==> config.mk <==
export PLATFORM = sky130hd
export DESIGN_NAME = button_debounce_autorepeat_unit
export DESIGN_NICKNAME = d
export VERILOG_FILES = /design/src/design/bda_pkg.sv /design/src/design/bda_cfg_regs.sv /design/src/design/bda_btn_cell.sv /design/src/design/button_debounce_autorepeat_unit.sv
export SDC_FILE = /design/constraint.sdc
export NUM_CORES = 1
export LEC_CHECK = 0
export BUFFER_PORTS_ARGS = -buffer_cell sky130_fd_sc_hd__buf_4
export CAP_MARGIN = 20
export CORE_MARGIN = 2
export CORE_UTILIZATION = 35
export CTS_CLUSTER_SIZE = 25
export DETAILED_ROUTE_END_ITERATION = 10
export SLEW_MARGIN = 15
export SYNTH_ARGS = -nofsm -noshare
export SYNTH_HDL_FRONTEND = slang
export SYNTH_SLANG_ARGS = --single-unit
==> constraint.sdc <==
create_clock -name clk -period 2.8 [get_ports clk]
set_input_delay 0.14 -clock clk [delete_from_list [all_inputs] [get_ports clk]]
set_output_delay 0.14 -clock clk [all_outputs]
set_load 0.02 [all_outputs]
==> src/design/bda_pkg.sv <==
// Shared types and constants for the button debounce and auto-repeat unit.
// No dependencies; imported by every module of the block.
`default_nettype none

package bda_pkg;

  localparam int CMD_W = 3;
  localparam int BTN_W = 2;
  localparam int CNT_W = 8;
  localparam int CFG_DATA_W = 32;
  localparam int CFG_ADDR_W = 4;
  localparam int OUT_DATA_W = 8;

  typedef enum logic [CMD_W-1:0] {
    CMD_TICK  = 3'd0,
    CMD_LEVEL = 3'd1,
    CMD_PRESS = 3'd2,
    CMD_PULSE = 3'd3,
    CMD_LOCK  = 3'd4
  } cmd_e;

  // Button code that addresses every button at once
  localparam logic [BTN_W-1:0] BTN_ANY = 2'd3;

  // Register indexes (byte address bits [3:2])
  localparam logic [1:0] REG_DEBOUNCE = 2'd0;
  localparam logic [1:0] REG_FIRST    = 2'd1;
  localparam logic [1:0] REG_INTERVAL = 2'd2;

  localparam logic [CNT_W-1:0] RST_DEBOUNCE = 8'd5;
  localparam logic [CNT_W-1:0] RST_FIRST    = 8'd50;
  localparam logic [CNT_W-1:0] RST_INTERVAL = 8'd10;

  typedef struct packed {
    logic [CNT_W-1:0] debounce_ticks;
    logic [CNT_W-1:0] first_repeat_delay;
    logic [CNT_W-1:0] repeat_interval;
  } cfg_t;

  // Per-button request for the item being processed
  typedef struct packed {
    logic fire;
    cmd_e cmd;
    logic sel;
    logic any;
  } cell_req_t;

endpackage

`default_nettype wire

==> src/design/bda_cfg_regs.sv <==
// APB-style configuration registers for the debounce and repeat timing.
// Depends on bda_pkg.
`default_nettype none

module bda_cfg_regs
  import bda_pkg::*;
(
  input  wire logic                  clk,
  input  wire logic                  rst_n,
  input  wire logic                  cfg_psel,
  input  wire logic                  cfg_penable,
  input  wire logic                  cfg_pwrite,
  input  wire logic [CFG_ADDR_W-1:0] cfg_paddr,
  input  wire logic [CFG_DATA_W-1:0] cfg_pwdata,
  output logic      [CFG_DATA_W-1:0] cfg_prdata,
  output logic                       cfg_pready,
  output cfg_t                       cfg
);

  cfg_t       cfg_r;
  cfg_t       cfg_nxt;
  logic       wr_en;
  logic [1:0] reg_idx;

  assign cfg_pready = 1'b1;
  assign wr_en      = cfg_psel & cfg_penable & cfg_pwrite & cfg_pready;
  assign reg_idx    = cfg_paddr[3:2];

  always_comb begin
    cfg_nxt = cfg_r;
    if (wr_en) begin
      case (reg_idx)
        REG_DEBOUNCE: cfg_nxt.debounce_ticks     = cfg_pwdata[CNT_W-1:0];
        REG_FIRST:    cfg_nxt.first_repeat_delay = cfg_pwdata[CNT_W-1:0];
        REG_INTERVAL: cfg_nxt.repeat_interval    = cfg_pwdata[CNT_W-1:0];
        default:      cfg_nxt = cfg_r;
      endcase
    end
  end

  always_comb begin
    case (reg_idx)
      REG_DEBOUNCE: cfg_prdata = {{(CFG_DATA_W-CNT_W){1'b0}}, cfg_r.debounce_ticks};
      REG_FIRST:    cfg_prdata = {{(CFG_DATA_W-CNT_W){1'b0}}, cfg_r.first_repeat_delay};
      REG_INTERVAL: cfg_prdata = {{(CFG_DATA_W-CNT_W){1'b0}}, cfg_r.repeat_interval};
      default:      cfg_prdata = '0;
    endcase
  end

  always_ff @(posedge clk) begin
    if (!rst_n) begin
      cfg_r.debounce_ticks     <= RST_DEBOUNCE;
      cfg_r.first_repeat_delay <= RST_FIRST;
      cfg_r.repeat_interval    <= RST_INTERVAL;
    end else begin
      cfg_r <= cfg_nxt;
    end
  end

  assign cfg = cfg_r;

endmodule

`default_nettype wire

==> src/design/bda_btn_cell.sv <==
// State and update logic of one button: pulse count, press flag, debounce
// and repeat countdowns, lock. Depends on bda_pkg.
`default_nettype none

module bda_btn_cell
  import bda_pkg::*;
(
  input  wire logic      clk,
  input  wire logic      rst_n,
  input  wire cell_req_t req,
  input  wire logic      level,
  input  wire cfg_t      cfg,
  output logic           hit
);

  logic [CNT_W-1:0] count_r,  count_nxt;
  logic             press_r,  press_nxt;
  logic [CNT_W-1:0] deb_r,    deb_nxt;
  logic [CNT_W-1:0] rep_r,    rep_nxt;
  logic             lock_r,   lock_nxt;
  logic [CNT_W-1:0] rep_dec;
  logic [CNT_W-1:0] deb_dec;
  logic             cond;
  logic             asked;

  assign asked   = req.any | (req.sel & ~lock_r);
  assign rep_dec = rep_r - 1'b1;
  assign deb_dec = (deb_r != '0) ? deb_r - 1'b1 : deb_r;

  always_comb begin
    case (req.cmd)
      CMD_LEVEL: cond = level;
      CMD_PRESS: cond = press_r;
      CMD_PULSE: cond = (count_r != '0);
      default:   cond = 1'b0;
    endcase
  end

  assign hit = asked & cond;

  always_comb begin
    count_nxt = count_r;
    press_nxt = press_r;
    deb_nxt   = deb_r;
    rep_nxt   = rep_r;
    lock_nxt  = lock_r;
    if (req.fire) begin
      case (req.cmd)
        CMD_TICK: begin
          if (level) begin
            if (!lock_r) begin
              if (deb_r == '0) begin
                count_nxt = count_r + 1'b1;
                press_nxt = 1'b1;
                deb_nxt   = cfg.debounce_ticks;
                rep_nxt   = cfg.first_repeat_delay;
              end else if (rep_dec == '0) begin
                count_nxt = count_r + 1'b1;
                rep_nxt   = cfg.repeat_interval;
              end else begin
                rep_nxt = rep_dec;
              end
            end
          end else begin
            // first release after a press, debounce count still full: drop and lock
            if (deb_r == cfg.debounce_ticks) begin
              count_nxt = '0;
              press_nxt = 1'b0;
              lock_nxt  = 1'b1;
            end
            deb_nxt = deb_dec;
            if (deb_dec == '0) begin
              lock_nxt = 1'b0;
            end
          end
        end
        CMD_PRESS: begin
          if (hit) begin
            press_nxt = 1'b0;
          end
        end
        CMD_PULSE: begin
          if (hit) begin
            count_nxt = count_r - 1'b1;
          end
        end
        CMD_LOCK: lock_nxt = 1'b1;
        default: lock_nxt = lock_r;
      endcase
    end
  end

  always_ff @(posedge clk) begin
    if (!rst_n) begin
      count_r <= '0;
      press_r <= 1'b0;
      deb_r   <= '0;
      rep_r   <= '0;
      lock_r  <= 1'b0;
    end else begin
      count_r <= count_nxt;
      press_r <= press_nxt;
      deb_r   <= deb_nxt;
      rep_r   <= rep_nxt;
      lock_r  <= lock_nxt;
    end
  end

endmodule

`default_nettype wire

==> src/design/button_debounce_autorepeat_unit.sv <==
// Top level of the button debounce and auto-repeat unit: input register,
// button cells, result register and configuration registers. Depends on bda_pkg.
`default_nettype none

// The unit accepts one command item per clock cycle while its output is not
// stalled and returns exactly one result item for each, in order. An item is
// captured in the input register; when it advances it updates every button
// cell and forms its answer, which is registered in the result register and
// shown from there. The rate is set by the read-modify-write of the
// per-button state; the input side keeps accepting while a result waits,
// until both registers are full. The user must write the timing registers
// over the configuration port only while the unit is idle; the block itself
// does not enforce this. A release is judged against debounce_ticks, repeat
// pulses against first_repeat_delay and repeat_interval.
module button_debounce_autorepeat_unit
  import bda_pkg::*;
#(
  parameter int BUTTONS = 3,
  localparam int IN_DATA_W = ((CMD_W + BTN_W + BUTTONS + 7) / 8) * 8
) (
  input  wire logic                  clk,
  input  wire logic                  rst_n,
  // {pins, button, cmd} from bit 0 up: cmd[2:0], button[4:3], pins above
  input  wire logic [IN_DATA_W-1:0]  in_tdata,
  input  wire logic                  in_tvalid,
  output logic                       in_tready,
  // answer in bit 0, rest zero
  output logic [OUT_DATA_W-1:0]      out_tdata,
  output logic                       out_tvalid,
  input  wire logic                  out_tready,
  input  wire logic                  cfg_psel,
  input  wire logic                  cfg_penable,
  input  wire logic                  cfg_pwrite,
  input  wire logic [CFG_ADDR_W-1:0] cfg_paddr,
  input  wire logic [CFG_DATA_W-1:0] cfg_pwdata,
  output logic      [CFG_DATA_W-1:0] cfg_prdata,
  output logic                       cfg_pready
);

  logic               in_valid_r;
  logic [CMD_W-1:0]   cmd_r;
  logic [BTN_W-1:0]   button_r;
  logic [BUTTONS-1:0] pins_r;
  logic               out_valid_r;
  logic               answer_r;
  logic               advance;
  logic               in_fire;
  logic [BUTTONS-1:0] hits;
  cfg_t               cfg;

  assign advance   = in_valid_r & (~out_valid_r | out_tready);
  assign in_tready = ~in_valid_r | advance;
  assign in_fire   = in_tvalid & in_tready;

  always_ff @(posedge clk) begin
    if (!rst_n) begin
      in_valid_r <= 1'b0;
    end else if (in_tready) begin
      in_valid_r <= in_tvalid;
    end
  end

  always_ff @(posedge clk) begin
    if (in_fire) begin
      cmd_r    <= in_tdata[CMD_W-1:0];
      button_r <= in_tdata[CMD_W +: BTN_W];
      pins_r   <= in_tdata[CMD_W+BTN_W +: BUTTONS];
    end
  end

  bda_cfg_regs u_cfg (
    .clk         (clk),
    .rst_n       (rst_n),
    .cfg_psel    (cfg_psel),
    .cfg_penable (cfg_penable),
    .cfg_pwrite  (cfg_pwrite),
    .cfg_paddr   (cfg_paddr),
    .cfg_pwdata  (cfg_pwdata),
    .cfg_prdata  (cfg_prdata),
    .cfg_pready  (cfg_pready),
    .cfg         (cfg)
  );

  for (genvar i = 0; i < BUTTONS; i++) begin : g_btn
    localparam logic [3:0] IDX = 4'(i);
    cell_req_t req;

    always_comb begin
      req.fire = advance;
      req.cmd  = cmd_e'(cmd_r);
      req.any  = (button_r == BTN_ANY);
      req.sel  = ({2'b00, button_r} == IDX) & (button_r != BTN_ANY);
    end

    bda_btn_cell u_cell (
      .clk   (clk),
      .rst_n (rst_n),
      .req   (req),
      .level (pins_r[i]),
      .cfg   (cfg),
      .hit   (hits[i])
    );
  end

  always_ff @(posedge clk) begin
    if (!rst_n) begin
      out_valid_r <= 1'b0;
    end else if (advance) begin
      out_valid_r <= 1'b1;
    end else if (out_tready) begin
      out_valid_r <= 1'b0;
    end
  end

  always_ff @(posedge clk) begin
    if (advance) begin
      answer_r <= |hits;
    end
  end

  assign out_tvalid = out_valid_r;
  assign out_tdata  = {{(OUT_DATA_W-1){1'b0}}, answer_r};

endmodule

`default_nettype wire

==> results.yml <==
timing:
  fin_skew_ns: 0.009639
  worstMarginPinSlew_ns: 0.8963
  period_needed_ns: 2.642
  fmaxAchievable_ghz: 0.3785
  setup_tns_ns: 0
  period_share_pct: 94.36
  slew_headroom_pct: 39.92
  hold_violations: 0
  drv_slew: 0
  setup_viol: 0
  rsz0062_at_grt: "no"
yosys:
  synth_ff_type: "dfxtp_1"
  synth_area_per_cell_sq_um: 7.790
  synth_edf_count: 9
  synth_cell_type_count: 80
  syn_area_sq_um: 8070
  ys_async_sr_fraction_pct: 0
  synth_cells: 1036
  yosys_warnings: 0
  yosysTopAreaCell: "dfxtp_1"
  ys_top_cells_by_area: "dfxtp_1 (26%), mux2i_1 (6.9%), nand2_1 (5.0%)"
  synth-seq-cells: 113
  ys_seq_area_share_pct: 29.15
  synth_top_area_share_pct: 25.80
clock_network:
  clk_path_buf_depth: 2
  cts_sinks: 113
  cts_buffers: 17
  clock_latency_ns: 0.43
  htree_levels: 4
  cts_tree: "built"
  cts_root_buf: "clkbuf_16"
  clkTransAtPathRegs_ns: 0.06
grt:
  grt_pass1_wl_mm: 38.72
  grt_max_degree: 65
  grt_pass1_vias: 7384
  antenna_found_initial: 0
  track_usage_pct: 19.85
  overflow: 0
hold_path:
  hold_class: "in2reg"
  min_from: "out_tready"
flow_run:
  drv_cap: 0
place:
  hpwlAfterDp_mm: 16.70
  dpl.cell_count: 1336
  gp_congestion: 0.8723
  io_buffers: 35
final_layout:
  nNetsFinal: 1159
  nFillCells: 2228
  multiInputGateArea_sq_um: 5172
  layout-drive-gt1-share_pct: 13.73
  num_antenna_cells: 0
  regArea_sq_um: 2352
  area_growth_pct: 17.75
  layoutNonFillerInstCount: 1385
route:
  routedWlPerCell_microns: 17.03
  top_layer: "met4"
  via_count: 7805
  vias_per_cell: 5.635
  wl_met2_mm: 10.73
  drc_errors: 0
  wirelength_mm: 23.58
  drtIter0Drc: 606
  firstDrtPassIters: 7
  drtAntennaViolNets: 0
  met3WireLength_mm: 1.101
  wl_met1_mm: 11.06
power:
  pwr-share-comb_pct: 12.6
  switching_share_pct: 27.37
  power.leakage_uw: 0.003772
  netSwitchingPower_uw: 1277
  p_int_uw: 3389
  clkPwrFrac_pct: 50.6
  irDropWorstVdd_uv: 525.8
  cellPowerDensity_nw_per_um2: 491.0
  seqPwrFrac_pct: 36.7
floorplan:
  die_w_microns: 155.9
  rows: 55
  die_y_microns: 155.9
  boundaryPins: 94
  fp.coreArea_sq_um: 22640
  initial_core_util_pct: 35.65
  die_area_sq_um: 24290
worst_setup_path:
  worstPathMaxFanout: 7
  cpPeakStageDelay_ns: 0.49
  cp.arrival_ns: 2.94
  crit_slowest_cell: "or3b_2"
  critPathKind: "reg2reg"
  r2r-start: "g_btn[1].u_cell.rep_r[0]$_SDFFE_PN0P_"
  crit_buf_inv: 1
  path_cells: "inv_1 -> ha_1 -> or3b_2 -> o31ai_1 -> nand4_1 -> o2111ai_1 -> nand2_2 -> mux2i_1"
  cp.required_ns: 3.10
  end_kind: "register"
  cp_top_family: "simple AND/OR/NAND/NOR gates"
  crit_path_start: "g_btn[1].u_cell.rep_r[0]$_SDFFE_PN0P_"
  start_kind: "register"
run_status:
  status: "finished, final reports clean"
cells in the mapped netlist (4+ instances only):
cell,count
nand2_1,107
dfxtp_1,104
nor2_1,81
a21oi_1,64
clkbuf_1,61
mux2i_1,56
nand3_1,47
nor3_1,42
o21ai_0,37
inv_1,34
buf_4,33
xor2_1,26
xnor2_1,23
a211oi_1,22
ha_1,21
o221ai_1,19
o211ai_1,16
a31oi_1,15
nand4_1,12
o22ai_1,12
and3_1,11
nand3b_1,11
nor4_1,11
or3_1,10
edfxtp_1,9
o31ai_1,9
or4_1,9
nand2b_1,8
nor3b_1,7
nor4b_1,6
a221o_1,5
a22oi_1,5
buf_1,5
buf_2,5
o21a_1,5
and4_1,4
mux2_2,4
nor2b_1,4
nor3_2,4
cells by family after synthesis:
logic type                 Yosys count  share of synthesized area [%]
other                                2                        0.09306
and+or+nand+nor                    398                          25.15
DFF                                113                          29.15
AOI/OAI and AO/OA                  252                          21.12
adders and majority gates           21                          3.256
xor gates and xnor gates            50                          5.519
muxes                               60                          7.504
buffers and inverters              140                          8.217
layer usage:
layer | global-route usage [%] | up-vias
met3 | 2.417 | 42
met4 | 8.213 | 0
met2 | 31.58 | 216
met5 | 0 | -
met1 | 27.27 | 3684
li1 | - | 3863
sequential cells by signal, indices dropped and copies added (netlist names):
register,count
answer_r,1
button_r,2
cmd_r,3
g_btn.u_cell.count_r,24
g_btn.u_cell.deb_r,24
g_btn.u_cell.lock_r,3
g_btn.u_cell.press_r,3
g_btn.u_cell.rep_r,24
in_valid_r,1
out_tvalid,1
pins_r,3
u_cfg.cfg,24
metrics by stage:
step           total power (uW)  hold slack (ns)  cell area [sq um]  utilization (%)  setup WS, ns
4_1_cts                    4690          0.07706               9498            41.95        0.1674
3_3_place_gp               2305           0.3197               8696            38.41        0.2452
5_1_grt                    4828           0.1192               9503            41.97      0.008136
6_report                   4666          0.09803               9503            41.97        0.1581
2_1_floorplan              2162           0.2389               8183                -        0.4346
3_5_place_dp               2310           0.3195               8696            38.41        0.1932
cells in the final DEF, fill, tap and decap left out, types with 9 or more instances in the layout:
cell type / instances
nand2_1: 107
a21oi_1: 64
o211ai_1: 16
clkbuf_16: 17
xnor2_1: 23
dlygate4sd3_1: 17
inv_1: 34
mux2i_1: 56
nand3b_1: 11
o221ai_1: 19
dfxtp_1: 104
a211oi_1: 22
o22ai_1: 12
or4_1: 9
or3_1: 10
nand4_1: 12
ha_1: 21
buf_4: 89
nor2_1: 81
nor3_1: 42
a31oi_1: 15
conb_1: 32
xor2_1: 26
o21ai_0: 37
and3_1: 11
nand3_1: 47
nor4_1: 11
edfxtp_1: 9
what timing repair did:
action	in CTS	in global routing
setup buffers	0	0
hold endpoints to repair	33	0
endpoints found under the setup margin	0	7
resized for setup	0	1
hold buffers	17	0
power groups by stage:
stage	combinational [uW]	sequential (uW)	clock, uW
5_1_grt	649	1720	2460
3_3_place_gp	559	1750	0
2_1_floorplan	445	1720	0
4_1_cts	584	1710	2390
3_5_place_dp	564	1750	0
6_report	589	1710	2360
final cells by class:
| cell class | count | area share (%) |
|---|---|---|
| Sequential cell | 113 | 24.75 |
| Multi-Input combinational cell | 813 | 54.43 |
| Timing Repair Buffer | 107 | 9.032 |
| Tap cell | 285 | 3.752 |
| Clock inverter | 15 | 2.172 |
| Clock buffer | 17 | 4.477 |
| Inverter | 35 | 1.382 |
worst paths after layout:
| path | end | slack (ns) | cells past startpoint |
|---|---|---|---|
| hold / removal | out_tvalid$_SDFFE_PN0P_ | 0.1 | 3 |
| setup / recovery | g_btn[1].u_cell.count_r[1]$_SDFFE_PN0P_ | 0.16 | 8 |
| setup reg to reg | g_btn[1].u_cell.count_r[1]$_SDFFE_PN0P_ | 0.16 | 8 |
| hold reg to reg | g_btn[0].u_cell.press_r$_SDFFE_PN0P_ | 0.46 | 2 |
tightest hold or removal path, delay by kind of cell:
family                 cells  cell delay, ns
AOI/OAI and AO/OA          1            0.07
and+or+nand+nor            1            0.14
buffers and inverters      1            0.11
(Power assumes the default switching activity.)
